$ cat src/design/rtc_date_bcd_encoder_defines.svh
// Assertion macros used by the encoder design file.
`ifndef RTC_DATE_BCD_ENCODER_DEFINES_SVH
`define RTC_DATE_BCD_ENCODER_DEFINES_SVH

// The consequent must hold in the same cycle as the antecedent.
`define RDBE_ASSERT_SAME(lbl, ante, cons, msg) \
  lbl: assert property (@(posedge clk) disable iff (!rst_n) (ante) |-> (cons)) \
    else $error(msg);

// The consequent must hold in the cycle after the antecedent.
`define RDBE_ASSERT_NEXT(lbl, ante, cons, msg) \
  lbl: assert property (@(posedge clk) disable iff (!rst_n) (ante) |=> (cons)) \
    else $error(msg);

`endif

$ cat src/design/rdbe_pkg.sv
`timescale 1ns / 1ps
package rdbe_pkg;

  localparam logic [7:0]  CENTURY_FLAG = 8'h80;
  localparam logic [11:0] CENTURY_YEAR = 12'd2000;
  localparam logic [11:0] YEAR_MIN     = 12'd1900;
  localparam logic [11:0] YEAR_MAX     = 12'd2099;
  localparam logic [5:0]  SEC_MAX      = 6'd59;
  localparam logic [4:0]  HOUR_MAX     = 5'd23;
  localparam logic [3:0]  MONTH_MAX    = 4'd11;

  typedef logic [7:0] bcd8_t;

  // Two BCD digits of a value 0..99; the tens digit comes from a reciprocal multiply.
  function automatic bcd8_t bcd2(input logic [6:0] v);
    logic [13:0] prod;
    logic [3:0]  tens;
    logic [6:0]  ones;
    prod = 14'(v) * 14'd103;
    tens = prod[13:10];
    ones = v - 7'(tens) * 7'd10;
    return {tens, ones[3:0]};
  endfunction

  // The term (3 * (m + 1)) / 5 for the shifted month 3..14.
  function automatic logic [3:0] month_term(input logic [3:0] m);
    logic [3:0] t;
    unique case (m)
      4'd3:    t = 4'd2;
      4'd4:    t = 4'd3;
      4'd5:    t = 4'd3;
      4'd6:    t = 4'd4;
      4'd7:    t = 4'd4;
      4'd8:    t = 4'd5;
      4'd9:    t = 4'd6;
      4'd10:   t = 4'd6;
      4'd11:   t = 4'd7;
      4'd12:   t = 4'd7;
      4'd13:   t = 4'd8;
      4'd14:   t = 4'd9;
      default: t = 4'd0;
    endcase
    return t;
  endfunction

endpackage

$ cat src/design/rtc_date_bcd_encoder.sv
// Pipeline: an accepted input beat passes through stages 1 to 4 in order to its output beat.
// Throughput: one beat per cycle while out_stall is low; four register stages with valid bits.
// A stalled output holds its beat, and the stages behind it fill before in_stall rises.
// Reset (rst_n low, synchronous) clears all valid bits; payload registers are not reset.
`timescale 1ns / 1ps
`include "rtc_date_bcd_encoder_defines.svh"
module rtc_date_bcd_encoder
  import rdbe_pkg::*;
(
  input  logic       clk,
  input  logic       rst_n,
  input  logic       in_valid,
  output logic       in_stall,
  input  logic [5:0] in_second,
  input  logic [5:0] in_minute,
  input  logic [4:0] in_hour,
  input  logic [4:0] in_day_of_month,
  input  logic [3:0] in_month_zero_based,
  input  logic [11:0] in_full_year,
  output logic       out_valid,
  input  logic       out_stall,
  output logic [6:0] out_second_bcd,
  output logic [6:0] out_minute_bcd,
  output logic [5:0] out_hour_bcd,
  output logic [5:0] out_day_bcd,
  output logic [2:0] out_weekday_code,
  output logic [7:0] out_month_century_byte,
  output logic [7:0] out_year_bcd
);

  logic adv1, adv2, adv3, adv4;
  logic v1_r, v2_r, v3_r, v4_r;
  logic v1_nxt, v2_nxt, v3_nxt, v4_nxt;

  // Stage 1: clamped fields.
  logic [5:0]  sec1_r, min1_r, sec1_nxt, min1_nxt;
  logic [4:0]  hr1_r, day1_r, hr1_nxt, day1_nxt;
  logic [3:0]  mon1_r, mon1_nxt;
  logic [11:0] yr1_r, yr1_nxt;

  // Stage 2: BCD bytes and the two partial sums of the weekday congruence.
  logic [6:0]  sec2_r, min2_r, sec2_nxt, min2_nxt;
  logic [5:0]  hr2_r, day2_r, hr2_nxt, day2_nxt;
  logic [7:0]  mon2_r, yrb2_r, mon2_nxt, yrb2_nxt;
  logic [6:0]  dsum2_r, dsum2_nxt;
  logic [11:0] ysum2_r, ysum2_nxt;

  // Stage 3: full congruence sum.
  logic [6:0]  sec3_r, min3_r;
  logic [5:0]  hr3_r, day3_r;
  logic [7:0]  mon3_r, yrb3_r;
  logic [11:0] sum3_r, sum3_nxt;

  // Stage 4: output register.
  logic [6:0]  sec4_r, min4_r;
  logic [5:0]  hr4_r, day4_r;
  logic [7:0]  mon4_r, yrb4_r;
  logic [2:0]  wd4_r, wd4_nxt;

  logic [3:0]  mon_one;
  logic [3:0]  mon_shift;
  logic [11:0] yr_shift;
  logic [11:0] yr_mod;
  logic [4:0]  cent_q;
  logic [2:0]  quad_q;
  logic [4:0]  fold1;
  logic [3:0]  fold2;
  logic [2:0]  mod7;

  assign adv4     = !v4_r || !out_stall;
  assign adv3     = !v3_r || adv4;
  assign adv2     = !v2_r || adv3;
  assign adv1     = !v1_r || adv2;
  assign in_stall = !adv1;

  always_comb begin
    v1_nxt = adv1 ? in_valid : v1_r;
    v2_nxt = adv2 ? v1_r : v2_r;
    v3_nxt = adv3 ? v2_r : v3_r;
    v4_nxt = adv4 ? v3_r : v4_r;
  end

  always_comb begin
    sec1_nxt = (in_second > SEC_MAX) ? SEC_MAX : in_second;
    min1_nxt = (in_minute > SEC_MAX) ? SEC_MAX : in_minute;
    hr1_nxt  = (in_hour > HOUR_MAX) ? HOUR_MAX : in_hour;
    day1_nxt = (in_day_of_month == 5'd0) ? 5'd1 : in_day_of_month;
    mon1_nxt = (in_month_zero_based > MONTH_MAX) ? MONTH_MAX : in_month_zero_based;
    priority if (in_full_year > YEAR_MAX) begin
      yr1_nxt = YEAR_MAX;
    end else if (in_full_year < YEAR_MIN) begin
      yr1_nxt = YEAR_MIN;
    end else begin
      yr1_nxt = in_full_year;
    end
  end

  always_comb begin
    mon_one = mon1_r + 4'd1;
    if (mon_one <= 4'd2) begin
      mon_shift = mon_one + 4'd12;
      yr_shift  = yr1_r - 12'd1;
    end else begin
      mon_shift = mon_one;
      yr_shift  = yr1_r;
    end
    priority if (yr_shift >= CENTURY_YEAR) begin
      cent_q = 5'd20;
    end else if (yr_shift >= YEAR_MIN) begin
      cent_q = 5'd19;
    end else begin
      cent_q = 5'd18;
    end
    quad_q = (yr_shift >= CENTURY_YEAR) ? 3'd5 : 3'd4;
    yr_mod = (yr1_r >= CENTURY_YEAR) ? (yr1_r - CENTURY_YEAR) : (yr1_r - YEAR_MIN);

    sec2_nxt  = 7'(bcd2(7'(sec1_r)));
    min2_nxt  = 7'(bcd2(7'(min1_r)));
    hr2_nxt   = 6'(bcd2(7'(hr1_r)));
    day2_nxt  = 6'(bcd2(7'(day1_r)));
    mon2_nxt  = bcd2(7'(mon_one)) |
                ((yr1_r >= CENTURY_YEAR) ? CENTURY_FLAG : 8'h00);
    yrb2_nxt  = bcd2(yr_mod[6:0]);
    dsum2_nxt = 7'(day1_r) + {2'b00, mon_shift, 1'b0} + 7'(month_term(mon_shift));
    ysum2_nxt = yr_shift + {2'b00, yr_shift[11:2]} - 12'(cent_q) + 12'(quad_q);
  end

  always_comb begin
    sum3_nxt = ysum2_r + 12'(dsum2_r);
    fold1    = 5'(sum3_r[2:0]) + 5'(sum3_r[5:3]) + 5'(sum3_r[8:6]) + 5'(sum3_r[11:9]);
    fold2    = 4'(fold1[2:0]) + 4'(fold1[4:3]);
    mod7     = (fold2 >= 4'd7) ? 3'(fold2 - 4'd7) : fold2[2:0];
    wd4_nxt  = (mod7 == 3'd6) ? 3'd0 : (mod7 + 3'd1);
  end

  always_ff @(posedge clk) begin
    if (!rst_n) begin
      v1_r <= 1'b0;
      v2_r <= 1'b0;
      v3_r <= 1'b0;
      v4_r <= 1'b0;
    end else begin
      v1_r <= v1_nxt;
      v2_r <= v2_nxt;
      v3_r <= v3_nxt;
      v4_r <= v4_nxt;
    end
  end

  always_ff @(posedge clk) begin
    if (adv1) begin
      sec1_r <= sec1_nxt;
      min1_r <= min1_nxt;
      hr1_r  <= hr1_nxt;
      day1_r <= day1_nxt;
      mon1_r <= mon1_nxt;
      yr1_r  <= yr1_nxt;
    end
    if (adv2) begin
      sec2_r  <= sec2_nxt;
      min2_r  <= min2_nxt;
      hr2_r   <= hr2_nxt;
      day2_r  <= day2_nxt;
      mon2_r  <= mon2_nxt;
      yrb2_r  <= yrb2_nxt;
      dsum2_r <= dsum2_nxt;
      ysum2_r <= ysum2_nxt;
    end
    if (adv3) begin
      sec3_r <= sec2_r;
      min3_r <= min2_r;
      hr3_r  <= hr2_r;
      day3_r <= day2_r;
      mon3_r <= mon2_r;
      yrb3_r <= yrb2_r;
      sum3_r <= sum3_nxt;
    end
    if (adv4) begin
      sec4_r <= sec3_r;
      min4_r <= min3_r;
      hr4_r  <= hr3_r;
      day4_r <= day3_r;
      mon4_r <= mon3_r;
      yrb4_r <= yrb3_r;
      wd4_r  <= wd4_nxt;
    end
  end

  assign out_valid              = v4_r;
  assign out_second_bcd         = sec4_r;
  assign out_minute_bcd         = min4_r;
  assign out_hour_bcd           = hr4_r;
  assign out_day_bcd            = day4_r;
  assign out_weekday_code       = wd4_r;
  assign out_month_century_byte = mon4_r;
  assign out_year_bcd           = yrb4_r;

  `RDBE_ASSERT_SAME(a_stall_only_when_full, in_stall,
    v1_r && v2_r && v3_r && v4_r && out_stall, "input stalled with a free stage")
  `RDBE_ASSERT_NEXT(a_stage3_drains, v3_r && !v4_r, v4_r,
    "beat in stage three did not reach the output")
  `RDBE_ASSERT_SAME(a_weekday_range, v4_r, wd4_r != 3'd7, "weekday code out of range")
  `RDBE_ASSERT_SAME(a_month_digits, v4_r, mon4_r[6:5] == 2'b00 && mon4_r[3:0] <= 4'd9,
    "month byte is not BCD")

endmodule

$ cat config.mk
export PLATFORM = sky130hd
export DESIGN_NAME = rtc_date_bcd_encoder
export DESIGN_NICKNAME = d
export VERILOG_FILES = /design/src/design/rdbe_pkg.sv /design/src/design/rtc_date_bcd_encoder.sv
export VERILOG_INCLUDE_DIRS = /design/src /design/src/design
export SDC_FILE = /design/constraint.sdc
export NUM_CORES = 1
export LEC_CHECK = 0
export BUFFER_PORTS_ARGS = -buffer_cell sky130_fd_sc_hd__buf_2
export CAP_MARGIN = 20
export CORE_MARGIN = 5
export CORE_UTILIZATION = 60
export CTS_BUF_LIST = sky130_fd_sc_hd__clkbuf_8 sky130_fd_sc_hd__clkbuf_16
export CTS_CLUSTER_SIZE = 28
export DETAILED_ROUTE_END_ITERATION = 16
export HOLD_SLACK_MARGIN = 0.06
export MAX_ROUTING_LAYER = met4
export PLACE_DENSITY = 0.87
export REMOVE_ABC_BUFFERS = 1
export SETUP_SLACK_MARGIN = 0.4
export SYNTH_ARGS = -nofsm -noshare
export SYNTH_HDL_FRONTEND = slang
export SYNTH_SLANG_ARGS = --single-unit
$ cat constraint.sdc
create_clock -name clk -period 6.46 [get_ports clk]
set_input_delay 0.646 -clock clk [delete_from_list [all_inputs] [get_ports clk]]
set_output_delay 0.646 -clock clk [all_outputs]
set_load 0.02 [all_outputs]
==> reports/qor.txt <==
Status - complete, no violations
Layout net count - 1,413
Register area - 0.00585 mm²
DRC - 0
Commonest non-fill, non-tap cell in the layout - ha_1
Clock Path Buffers - 2
Largest net degree at the start of global routing - 60
Post-DP Area - 0.0134 mm²
Syn Inst Count - 993
Initial Util - 60.5%
CP Data Required Time - 6.66 ns
Initial drt markers - 471
Critical Path Sink Type - register
Cell Area, Synth - 0.0126 mm²
Row count - 53
Minimum clock period - 5.97 ns
GRT Total Usage - 19.8%
Reg2Reg Capture Point - yrb2_r[3]$_DFFE_PP_
Via count - 7,644
Vias in the first global route - 7,900
Register bit total from synthesis - 196
Skew final - 0.0176 ns
Die Area - 0.0241 mm²
Worst EP arrival - 6.17 ns
Drt first pass iters - 5
Avg Cell Area, Syn - 12.7 µm²
Cell variety after synth - 74
Synth warn - 0
CTS H-tree lvls - 4
Slew Viols, Final - 0
Ports - 89
VDD IR-drop max - 0.817 mV
Routability Congestion - 0.876
Multi-input logic area - 0.00631 mm²
Clk root buf - clkbuf_16
Final Hold Fails - 0
Finished Cell Area - 0.0144 mm²
Startpoint Class - register
Fraction of registers with async set/reset - 0%
# setup viols final - 0
Max_slew headroom - 46.7%
Filler Cells Inserted - 1,428
Type of the worst setup path - register to register
Core Footprint - 0.0209 mm²
Worst reg2reg setup slack - 0.49 ns
Sw frac - 38.9%
Least-Margin Pin Slew - 0.799 ns
Power share of the clock group - 14.3%
Die Y - 155 µm
Synthesis-to-layout area growth - 13.8%
Setup_tns - 0 ns
Sequential area share after synthesis - 46.3%
Die width - 155 µm
Final wirelength - 22.8 mm
RSZ-0062 raised after global routing - false
Commonest cells after routing, fill and taps aside - ha_1 (200), edfxtp_1 (192), inv_1 (150)
Hold Path Class - input port to register
WL per Instance - 16.2 µm
Hold_sp - in_day_of_month[3]
P_int - 0.00451 W
Logic pwr share - 54.8%
PortBufs - 86
NetSw - 0.00287 W
Hold Crit Depth - 1
Clk_lat worst skew - 0.45 ns
Flop pwr share - 30.9%
CTS tree - done
Share of layout cells above drive strength 1 - 18.4%
R2R cell count - 24
FF-to-FF Start - yr1_r[4]$_SDFFCE_PP1N_
Crit-path max FO - 5
Final Cycle Share - 92.4%
DR vias/cell - 5.44
Max Freq - 0.167 GHz
DP HPWL - 16.6 mm
Number of flops mapped to enable cells by yosys - 192
GRT overflow - 0
Leak - 6.65 nW
Power Density - 513 mW/mm²
Post-DRT Antenna Nets - 0
Worst-path clk slew - 0.08 ns
Synth Flop Type - edfxtp_1
Worst Hold Path EP - day1_r[3]$_SDFFCE_PN0N_
Initial antenna violation count - 3
CTS Sinks - 196
Number of max-cap violations - 0
Num CTS Buffers - 17
First-pass GRT wire length - 37.0 mm
timing repair:
action                     in CTS  in global routing
pin swaps                       3                  9
setup endpoints to repair       5                  6
hold buffers                    0                  0
buffers inserted               12                 13
resized for setup               8                 24
gates cloned                    0                  0
layout make-up:
class / count / share of cell area [%]
Multi-Input combinational cell: 626 / 43.9
Sequential cell: 196 / 40.7
Timing Repair Buffer: 118 / 4.84
Inverter: 155 / 4.06
Clock buffer: 17 / 2.96
Tap cell: 275 / 2.39
Clock inverter: 14 / 1.17
Antenna cell: 3 / 0.0522
cells by family after synthesis:
group / share of synthesized area [%]
compound gates: 7.18
xor+xnor: 5.66
fa+ha+maj: 28.4
buf+inv: 5.25
flops: 46.3
mux: 0.574
other cells: 0.0297
simple gates: 6.64
per-stage QoR:
step                      utilization, %  hold slack (ns)  total power [W]  cells  setup WS (ns)
after floorplan                        -            0.400          0.00527    977          0.575
after global placement              64.1            0.400          0.00590   1343          0.382
after detailed placement            64.1            0.405          0.00623   1343          0.158
after CTS                           67.6            0.386          0.00733   1386          0.424
after global routing                68.8            0.385          0.00809   1404          0.308
final                               68.8            0.397          0.00738   1404          0.489
power groups by stage:
stage | Clock (W) | Combinational [W] | Sequential (W)
2_1_floorplan | 0 | 0.00288 | 0.00239
3_3_place_gp | 0 | 0.00362 | 0.00228
6_report | 0.00105 | 0.00404 | 0.00228
3_5_place_dp | 0 | 0.00392 | 0.00231
5_1_grt | 0.00112 | 0.00466 | 0.00231
4_1_cts | 0.00107 | 0.00397 | 0.00229
how the worst max path moves through the flow:
stage,startpoint,cells past startpoint,slack [ns],end
CTS,mon1_r[0]$_SDFFCE_PN1N_,26,0.42,ysum2_r[11]$_DFFE_PP_
detailed placement,mon1_r[0]$_SDFFCE_PN1N_,25,0.16,ysum2_r[11]$_DFFE_PP_
finish,yr1_r[4]$_SDFFCE_PP1N_,24,0.49,yrb2_r[3]$_DFFE_PP_
floorplan,mon1_r[0]$_SDFFCE_PN1N_,24,0.57,ysum2_r[11]$_DFFE_PP_
global route,mon1_r[0]$_SDFFCE_PN1N_,26,0.31,ysum2_r[11]$_DFFE_PP_
global placement,mon1_r[0]$_SDFFCE_PN1N_,25,0.38,ysum2_r[11]$_DFFE_PP_
critical path, cell delays in order, from the launching register on:
cell	delay, ns
edfxtp_1	0.49
inv_2	0.15
ha_1	0.21
nand2_1	0.11
a31oi_4	0.27
mux2i_1	0.29
xor2_1	0.11
buf_4	0.17
ha_1	0.29
inv_1	0.06
fa_1	0.55
inv_1	0.06
fa_1	0.47
ha_1	0.35
ha_4	0.28
nand4_1	0.13
a21oi_2	0.16
o21ai_1	0.10
nand2b_1	0.15
xor2_2	0.21
ha_2	0.20
inv_1	0.05
fa_1	0.37
xor3_1	0.39
xnor2_1	0.14
flip-flops by register name, indices dropped and copies added, names as in the netlist, 8 cells and up:
register      flops
yrb2_r            8
yrb3_r            8
sum3_r           12
ysum2_r          12
yr1_r            12
out_year_bcd      8
per-layer routing:
metal | GRT usage [%] | vias to the layer above | wire, µm
li1 | - | 3720 | -
met1 | 22.8 | 3686 | 9060
met4 | 7.70 | 0 | 571
met2 | 34.7 | 193 | 12100
met5 | - | - | 0
met3 | 3.42 | 45 | 1100
synthesized netlist by cell type, types with 2 or more instances:
library cell / instances / area [µm²]
o311ai_0: 2 / 17.5
o41ai_1: 3 / 26.3
and4b_1: 2 / 20.0
a31oi_1: 3 / 18.8
and3_1: 3 / 18.8
nor4_4: 2 / 42.5
nand2b_1: 13 / 81.3
a41oi_1: 2 / 17.5
a21oi_1: 30 / 150
nor4_2: 2 / 25.0
o21ai_0: 16 / 80.1
nand3b_1: 3 / 22.5
dfxtp_1: 4 / 80.1
a2111oi_0: 2 / 17.5
or2_2: 6 / 37.5
mux2_2: 2 / 22.5
o211ai_2: 3 / 37.5
nor3_1: 6 / 30.0
a41o_1: 2 / 20.0
nor2b_1: 10 / 62.6
o211ai_1: 10 / 75.1
nand4_1: 7 / 43.8
nand2_1: 48 / 180
nand3_1: 13 / 65.1
o21ai_1: 3 / 15.0
clkbuf_1: 13 / 48.8
edfxtp_1: 192 / 5770
nor2_1: 30 / 113
a211oi_1: 2 / 15.0
ha_1: 207 / 2590
mux2i_1: 5 / 50.1
inv_1: 153 / 574
a21o_1: 17 / 128
xnor2_1: 50 / 438
buf_4: 2 / 15.0
fa_1: 50 / 1000
a21boi_0: 4 / 30.0
o21a_1: 12 / 90.1
xor2_1: 24 / 210
Power figures use the tool's default switching activity.
